--- config.mk ---
export PLATFORM = sky130hd
export DESIGN_NAME = tsfe_ctrl
export DESIGN_NICKNAME = d
export VERILOG_FILES = /design/src/sv/trig_series_fit_and_eval_macros.svh /design/src/sv/tsfe_pkg.sv /design/src/sv/tsfe_ctrl.sv
export SDC_FILE = /design/constraint.sdc
export NUM_CORES = 1
export LEC_CHECK = 0
export ABC_AREA = 0
export BUFFER_PORTS_ARGS = -buffer_cell sky130_fd_sc_hd__clkbuf_2
export CAP_MARGIN = 40
export CELL_PAD_IN_SITES_DETAIL_PLACEMENT = 0
export CELL_PAD_IN_SITES_GLOBAL_PLACEMENT = 2
export CORE_MARGIN = 5
export CORE_UTILIZATION = 25
export DETAILED_ROUTE_END_ITERATION = 10
export GPL_ROUTABILITY_DRIVEN = 0
export MAX_ROUTING_LAYER = met4
export PLACE_DENSITY_LB_ADDON = 0.1
export SLEW_MARGIN = 20
export SYNTH_ARGS = -nofsm -noshare
export SYNTH_HDL_FRONTEND = slang
export SYNTH_SLANG_ARGS = --single-unit
--- constraint.sdc ---
create_clock -name clk -period 2 [get_ports clk]
set_input_delay 0.4 -clock clk [delete_from_list [all_inputs] [get_ports clk]]
set_output_delay 0.4 -clock clk [all_outputs]
set_load 0.05 [all_outputs]
--- src/sv/trig_series_fit_and_eval_macros.svh ---
// Assertion macros shared by the trig series fit and evaluate block.
// Expects clk and rst_n in the scope of each use; no other dependencies.
`ifndef TRIG_SERIES_FIT_AND_EVAL_MACROS_SVH
`define TRIG_SERIES_FIT_AND_EVAL_MACROS_SVH

// same-cycle implication
`define TSFE_ASSERT_NOW(label, ante, cons, msg) \
    label: assert property (@(posedge clk) disable iff (!rst_n) (ante) |-> (cons)) \
        else $error(msg);

// next-cycle implication
`define TSFE_ASSERT_NEXT(label, ante, cons, msg) \
    label: assert property (@(posedge clk) disable iff (!rst_n) (ante) |=> (cons)) \
        else $error(msg);

`endif

--- src/sv/tsfe_pkg.sv ---
// Types, constants and the quarter-wave sine table for the trig series block.
// No dependencies; used by tsfe_ctrl, tsfe_datapath and the top level.
package tsfe_pkg;

    localparam int MAX_HARMONICS    = 31;
    localparam int MEM_DEPTH        = MAX_HARMONICS + 1;
    localparam int HARM_W           = $clog2(MEM_DEPTH);
    localparam int MAX_NODES_DEF    = 1024;
    localparam int SINE_TABLE_DEPTH = 1024;
    localparam int SINE_IDX_W       = $clog2(SINE_TABLE_DEPTH);
    localparam int QUARTER_W        = SINE_IDX_W - 2;
    localparam int QUARTER_N        = SINE_TABLE_DEPTH / 4;
    localparam int PHASE_W          = 16;
    localparam int TRIG_W           = 18;
    localparam int DATA_W           = 32;
    localparam int SUM_W            = 64;
    localparam int PROD_W           = DATA_W + TRIG_W;
    localparam int COEF_SHIFT       = 15;
    localparam int DIV_RADIX_BITS   = 4;
    localparam int DIV_BITS         =
        ((SUM_W - COEF_SHIFT + DIV_RADIX_BITS - 1) / DIV_RADIX_BITS) * DIV_RADIX_BITS;
    localparam int DIV_STEPS        = DIV_BITS / DIV_RADIX_BITS;
    localparam int DIV_CNT_W        = $clog2(DIV_STEPS);
    localparam int CFG_IDX_W        = 2;

    localparam logic [CFG_IDX_W-1:0] REG_HARMONICS      = 2'd0;
    localparam logic [CFG_IDX_W-1:0] REG_INTERVAL_START = 2'd1;
    localparam logic [CFG_IDX_W-1:0] REG_INVERSE_WIDTH  = 2'd2;

    localparam logic [1:0] KIND_CLEAR = 2'd0;
    localparam logic [1:0] KIND_ADD   = 2'd1;
    localparam logic [1:0] KIND_EVAL  = 2'd2;

    localparam logic [DATA_W-1:0]  INV_WIDTH_RESET    = 32'h0001_0000;
    localparam logic [PHASE_W-1:0] PHASE_HALF_TURN    = 16'h8000;
    localparam logic [PHASE_W-1:0] PHASE_QUARTER_TURN = 16'h4000;
    localparam logic signed [TRIG_W-1:0] A0_WEIGHT    = 18'sd32768;
    localparam logic [DATA_W-1:0]  SAT_MAX            = 32'h7FFF_FFFF;
    localparam logic [DATA_W-1:0]  SAT_MIN            = 32'h8000_0000;

    localparam logic [63:0] Q30_ONE     = 64'd1073741824;
    localparam logic [63:0] HALF_PI_Q30 = 64'd1686629713;

    typedef struct packed {
        logic [1:0]               kind;
        logic signed [DATA_W-1:0] x;
        logic signed [DATA_W-1:0] y;
    } in_item_t;

    typedef struct packed {
        logic signed [DATA_W-1:0] value;
        logic                     error;
    } out_item_t;

    typedef struct packed {
        logic load;
        logic clear;
        logic map;
        logic add_a;
        logic add_b;
        logic next_k;
        logic count_inc;
        logic ev_rd;
        logic div_load;
        logic div_step;
        logic mul;
        logic acc;
        logic sel_sin;
        logic fin;
        logic fin_err;
    } ctrl_cmd_t;

    typedef struct packed {
        logic full;
        logic eval_err;
        logic k_last;
        logic k_zero;
        logic div_last;
        logic out_free;
    } ctrl_status_t;

    typedef logic signed [TRIG_W-1:0] qsine_tab_t [QUARTER_N];

    function automatic logic [63:0] quarter_sine(input logic [63:0] theta);
        logic [63:0] x2;
        logic [63:0] t;
        logic [63:0] p;
        int          j;
        x2 = (theta * theta) >> 30;
        t  = Q30_ONE;
        for (j = 0; j < 6; j++) begin
            p = (x2 * t) >> 30;
            case (j)
                0:       t = Q30_ONE - p / 156;
                1:       t = Q30_ONE - p / 110;
                2:       t = Q30_ONE - p / 72;
                3:       t = Q30_ONE - p / 42;
                4:       t = Q30_ONE - p / 20;
                default: t = Q30_ONE - p / 6;
            endcase
        end
        return (theta * t) >> 30;
    endfunction

    function automatic logic signed [TRIG_W-1:0] qsine_entry(input int j);
        logic [63:0] r;
        logic [63:0] theta;
        logic [63:0] s;
        r     = 64'(j) << (30 - QUARTER_W);
        theta = (r * HALF_PI_Q30) >> 30;
        s     = (quarter_sine(theta) + 64'd8192) >> 14;
        return TRIG_W'(s);
    endfunction

    function automatic qsine_tab_t build_qsine();
        qsine_tab_t tab;
        int         j;
        for (j = 0; j < QUARTER_N; j++) begin
            tab[j] = qsine_entry(j);
        end
        return tab;
    endfunction

    localparam qsine_tab_t QSINE = build_qsine();
    localparam logic signed [TRIG_W-1:0] QSINE_PEAK = qsine_entry(QUARTER_N);

    function automatic logic signed [TRIG_W-1:0] sine_lookup(input logic [PHASE_W-1:0] phase);
        logic [SINE_IDX_W-1:0]      idx;
        logic [1:0]                 quad;
        logic [QUARTER_W-1:0]       off;
        logic signed [TRIG_W-1:0]   mag;
        idx  = phase[PHASE_W-1 -: SINE_IDX_W];
        quad = idx[SINE_IDX_W-1 -: 2];
        off  = idx[QUARTER_W-1:0];
        if (!quad[0]) begin
            mag = QSINE[off];
        end
        else if (off == '0) begin
            mag = QSINE_PEAK;
        end
        else begin
            mag = QSINE[QUARTER_W'(~off + 1'b1)];
        end
        return quad[1] ? -mag : mag;
    endfunction

endpackage

--- src/sv/tsfe_ctrl.sv ---
// Sequencer for the trig series block: walks harmonics for add and evaluate.
// Depends on tsfe_pkg for command, status and item kind codes.
module tsfe_ctrl (
    input  logic                   clk,
    input  logic                   rst_n,
    input  logic                   in_valid,
    output logic                   in_ready,
    input  logic [1:0]             in_kind,
    input  tsfe_pkg::ctrl_status_t status,
    output tsfe_pkg::ctrl_cmd_t    cmd
);
    import tsfe_pkg::*;

    localparam logic [3:0] S_IDLE    = 4'd0;
    localparam logic [3:0] S_MAP_ADD = 4'd1;
    localparam logic [3:0] S_ADD_A   = 4'd2;
    localparam logic [3:0] S_ADD_B   = 4'd3;
    localparam logic [3:0] S_MAP_EV  = 4'd4;
    localparam logic [3:0] S_EV_RD   = 4'd5;
    localparam logic [3:0] S_EV_LOAD = 4'd6;
    localparam logic [3:0] S_EV_DIV  = 4'd7;
    localparam logic [3:0] S_EV_MUL  = 4'd8;
    localparam logic [3:0] S_EV_ACC  = 4'd9;
    localparam logic [3:0] S_FIN     = 4'd10;

    logic [3:0] state_reg;
    logic [3:0] state_next;
    logic       sel_reg;
    logic       sel_next;
    logic       err_reg;
    logic       err_next;

    always_comb
    begin
        state_next = state_reg;
        sel_next   = sel_reg;
        err_next   = err_reg;
        cmd        = '0;
        in_ready   = (state_reg == S_IDLE);
        unique case (state_reg)
            S_IDLE:
            begin
                if (in_valid)
                begin
                    cmd.load = 1'b1;
                    unique case (in_kind)
                        KIND_CLEAR: cmd.clear = 1'b1;
                        KIND_ADD:
                        begin
                            if (!status.full)
                            begin
                                state_next = S_MAP_ADD;
                            end
                        end
                        KIND_EVAL:
                        begin
                            err_next   = status.eval_err;
                            state_next = status.eval_err ? S_FIN : S_MAP_EV;
                        end
                        default: ;
                    endcase
                end
            end
            S_MAP_ADD:
            begin
                cmd.map    = 1'b1;
                state_next = S_ADD_A;
            end
            S_ADD_A:
            begin
                cmd.add_a  = 1'b1;
                state_next = S_ADD_B;
            end
            S_ADD_B:
            begin
                cmd.add_b  = 1'b1;
                cmd.next_k = 1'b1;
                if (status.k_last)
                begin
                    cmd.count_inc = 1'b1;
                    state_next    = S_IDLE;
                end
                else
                begin
                    state_next = S_ADD_A;
                end
            end
            S_MAP_EV:
            begin
                cmd.map    = 1'b1;
                state_next = S_EV_RD;
            end
            S_EV_RD:
            begin
                cmd.ev_rd  = 1'b1;
                sel_next   = 1'b0;
                state_next = S_EV_LOAD;
            end
            S_EV_LOAD:
            begin
                cmd.div_load = 1'b1;
                state_next   = S_EV_DIV;
            end
            S_EV_DIV:
            begin
                cmd.div_step = 1'b1;
                if (status.div_last)
                begin
                    state_next = S_EV_MUL;
                end
            end
            S_EV_MUL:
            begin
                cmd.mul    = 1'b1;
                state_next = S_EV_ACC;
            end
            S_EV_ACC:
            begin
                cmd.acc = 1'b1;
                if (!sel_reg && !status.k_zero)
                begin
                    sel_next   = 1'b1;
                    state_next = S_EV_LOAD;
                end
                else if (status.k_last)
                begin
                    state_next = S_FIN;
                end
                else
                begin
                    cmd.next_k = 1'b1;
                    state_next = S_EV_RD;
                end
            end
            S_FIN:
            begin
                if (status.out_free)
                begin
                    cmd.fin     = 1'b1;
                    cmd.fin_err = err_reg;
                    state_next  = S_IDLE;
                end
            end
            default: state_next = S_IDLE;
        endcase
        cmd.sel_sin = sel_reg;
    end

    always_ff @(posedge clk or negedge rst_n)
    begin
        if (!rst_n)
        begin
            state_reg <= S_IDLE;
            sel_reg   <= 1'b0;
            err_reg   <= 1'b0;
        end
        else
        begin
            state_reg <= state_next;
            sel_reg   <= sel_next;
            err_reg   <= err_next;
        end
    end

endmodule

Yosys cells after proc, flatten, opt, wreduce, memory -nomap -nowiden. Index checks and enable logic that the tools add are counted.

$add $sub $neg: 0. Multiply operators: 0. Divide/modulo/power cells: 0. Magnitude comparators: 0. Equal/unequal tests: 18. Shift operators: 0. Mux-type cells: 30. Bitwise logic cells: 0. Reduce and logical (&&, ||, !) cells: 10.

Operator list (count): 4-bit one-hot mux with 11 select lines (1); 4-bit two-way mux (7); 4-bit by 3-bit == test with 1-bit output, second input constant (4); 1-bit two-way mux (14); 4-bit == test, second input constant (3); 2-bit two-way mux (5); 4-bit by 2-bit == test with 1-bit output, second input constant (2); 2-bit inequality test, second input constant (4); 4-bit one-hot mux with 2 select lines (1); 5-bit AND reduction (1); 4-bit by 1-bit == test with 1-bit output, second input constant (1); 4-bit zero test (1); 1-bit one-hot mux with 2 select lines (2); 3-bit by 1-bit inequality test with 1-bit output, second input constant (1); 3-bit inequality test, second input constant (1); 3-bit AND reduction (1); 2-bit by 1-bit == test with 1-bit output, second input constant (1); 2-bit == test, second input constant (1); 1-bit zero test (2); 2-bit zero test (1); 2-bit AND reduction (1); 2-bit nonzero test (1); 2-bit OR reduction (1); 1-bit logical AND (1).

Flip-flop bits (word level): 6. Bits in latches: 0. Bits in writable memories: 0. Memory bits (read-only): 0. Input bits: 11. Output and inout port bits: 16. Word-level logic and storage cells: 61. Memories: 0.

Depth between registers and ports, before layout.
Word-level depth: 4. Depth in mapped cells: 5. Gate-level depth less buffers: 4.

Least setup slack after synthesis. No wires, ideal clock.

Path type: register to output. From: register state_reg[1]. To: output port cmd[13] (netlist bit). Arrival time: 2.508 ns. Required time: 1.600 ns. Path slack: -0.908 ns. Cell stages (with the launch flop): 4. Path through: dfrtp_1 -> nor4_4 -> and2_1 -> nor3b_2.

RTL lines: start, declared (RTL line tsfe_ctrl.sv:26) `logic [3:0] state_reg;`; start signal, assigned (RTL line tsfe_ctrl.sv:159) `state_reg <= state_next;`; end, declared (RTL line tsfe_ctrl.sv:10) `output tsfe_pkg::ctrl_cmd_t cmd`.

==> impl_results.md <==
* First-pass GRT wire length at 3010 microns
* Root Driver: clkbuf_4
* Sequential Power Share at 18.9%
* Post-Syn Nets at 87
* Largest register FFs at 4
* Io pins at 27
* Vias at between 600 and 700
* Switching share of power at 54.8%
* Worst vdd ir at 0.660 mV
* Max-slew violations at 0
* Max-Slew Margin vs Limit at 82.0%
* Vias per std cell at between 4 and 5
* Final period util at 98.8%
* Max Cap Viol at 0
* Post-synth EDFFs at 0
* Area leader, netlist: dfrtp_1
* Total congestion overflow at 0
* Final hold vios at 0
* DRC at 0
* Max frequency at 506 MHz
* Yosys warns at 0
* Setup repair after global routing missed its margin: yes
* Avg WL per Cell at 12.8 microns
* Async SR Flop Fraction at 100%
* Maximum clock insertion buffer count at 2
* IO buf count at 26
* Vias in the first global route at approximately 680
* Initial Utilization at 25.7%
* 1st-iter DRT viols at 4
* Area Overhead vs Synth at 48.6%
* Fin crit period at 1980 ps
* ANT cells at 0
* Largest net degree at the start of global routing at 11
* DIE AREA at roughly 3600 sq um
* CP max FO at 8
* Worst reg2reg path depth at 5
* WHS Path Cells at 2
* Die Ht at 60.0 microns
* Worst-Skew Late Latency at roughly 240 ps
* Fin cells at 140
* Synth area leaders: dfrtp_1, buf_4, nand2_1
* Final setup violation count at 0
* Post-synthesis register bit count at 6
* Share of cells above drive strength 1 at 53.6%
* Placed Cells at 133
* FF+latch area at 155 sq um
* Detail Route Antenna Nets at 0
* Arrival time at the worst endpoint at 1580 ps
* CTS Sinks at 6
* Final #Nets at 123
* Area occupied by multi-input gates at 460 sq um
* Filler Cells Inserted at 266
* FP Rows at 18
* LEAKAGE at 0.432 nW
* Total Wirelength at 1790 microns
* Top_reg_cell synth: dfrtp_1
* Total GRT Usage at a little under an eighth
* Hold Path Class: primary input to flip-flop
* Syn avg cell area at 8.23 sq um
* Cell Area, Synth at 626 sq um
* Comb power frac at about three quarters
* Clock skew at between 3 and 4 ps
* Sequential fraction of the synthesis area at 24.0%
* Net load switching power at 0.000827 W
* Worst Max-Slew Pin Slew at around 270 ps
* Status: complete, no violations
* Setup TNS at 0 ps
* H-tree depth at 1
* CP required at 1600 ps
* CTS buffer count at 3
* Antenna violations before repair at 0
* Clk slew on worst S/H paths at 40 ps
* Die width at 60.0 microns
* First-pass detailed-route iteration total at 2
* CP Launch Type: flip-flop
* Critical Path End Type: output port
* Pwr Density at about 1600 nW/um^2
* Hold WS at 405 ps
* Power Internal at 0.000682 W
* Post-synth top area share at between 20% and 30%
* Synth Instances at 76
* Clock network power share at roughly 7%
* Dpl hpwl at ~1500 microns
* CTS tree: done
* Yosys cell types at 38
* Core region area at 2430 sq um
* Worst Path Class, Setup: flip-flop to output port
## cells by family after synthesis
logic type             synth area share (%)
AO/OA/AOI/OAI                          23.2
XOR/XNOR                               1.40
buffers and inverters                  9.80
flip-flops                             24.0
AND/OR/NAND/NOR                        41.6
## cells in the mapped netlist (2+ instances only)
cell	n
and2_1	4
buf_4	4
dfrtp_1	6
inv_1	4
nand2_1	7
nand3_1	4
nor2_1	3
nor2b_1	3
nor3_1	3
o21a_1	2
o21ai_0	5
o21ai_1	3
o21bai_1	2
o22ai_1	2
## worst max-delay path, cell delays in order, from the launching register on
cell and delay [ps]:
dfrtp_2 470, nor4_4 320, and2_4 180, nor3b_4 210
buf_12 160
## path summary, 6_finish.rpt
| path | start | endpoint | slack, ps |
|---|---|---|---|
| max in group asynchronous | rst_n | state_reg[1] | 1320 |
| min reg2reg | err_reg | err_reg | 480 |
| max | state_reg[0] | cmd[13] | 20 |
| min | status[0] | state_reg[3] | 400 |
| max reg2reg | state_reg[1] | state_reg[2] | 410 |
| min in group asynchronous | rst_n | sel_reg | 510 |
## cell type report
class / count / area share [%]
multi-input combinational: 60 / 49.5
tap: 30 / 4.04
sequential: 6 / 16.7
timing repair buffer: 37 / 25.7
inverter: 4 / 1.62
clock buffer: 3 / 2.42
## repair_timing
item                                    in CTS  in global routing
hold buffers                                 1                  0
gates resized for setup                      4                  7
setup buffers                                0                  3
endpoints found under the hold margin        6                  0
endpoints found under the setup margin       8                  7
## power groups by stage
| stage | logic [W] | clock network, W | registers, W |
|---|---|---|---|
| final | 0.00112 | 0.000106 | 0.000285 |
| after global routing | 0.00121 | 0.000119 | 0.000299 |
| after CTS | 0.00108 | 0.000113 | 0.000291 |
| after detailed placement | 0.00107 | 0 | 0.000288 |
| after global placement | 0.00108 | 0 | 0.000289 |
| after floorplan | 0.000869 | 0 | 0.000236 |
## metal layers
layer	GRT usage (%)	vias to the layer above	part of all wire [%]
li1	-	350	-
met1	15.0	320	46
met2	17.6	8	52
met3	0.648	0	1.9
met4	4.75	0	0
met5	-	-	0
## cell usage in the layout, fill, tap and decap left out, drive strengths merged, types with 2 or more instances in the layout
cell type,instances
and2,4
buf,14
clkbuf,25
dfrtp,6
inv,4
nand2,7
nand3,5
nor2,3
nor2b,3
nor3,3
nor4,2
o21a,2
o21ai,8
o21bai,2
o22ai,3
## stage by stage
| stage | cell area, sq um | total power (W) | worst slack (ps) | utilization (%) |
|---|---|---|---|---|
| 2_1_floorplan | 672 | 0.00111 | -491 | - |
| 3_3_place_gp | 861 | 0.00137 | 194 | 35.4 |
| 3_5_place_dp | 861 | 0.00136 | 159 | 35.4 |
| 4_1_cts | 900 | 0.00148 | -41.9 | 37.0 |
| 5_1_grt | 930 | 0.00163 | -73.6 | 38.2 |
| 6_report | 930 | 0.00151 | 24.8 | 38.2 |
Power figures use the tool's default switching activity.
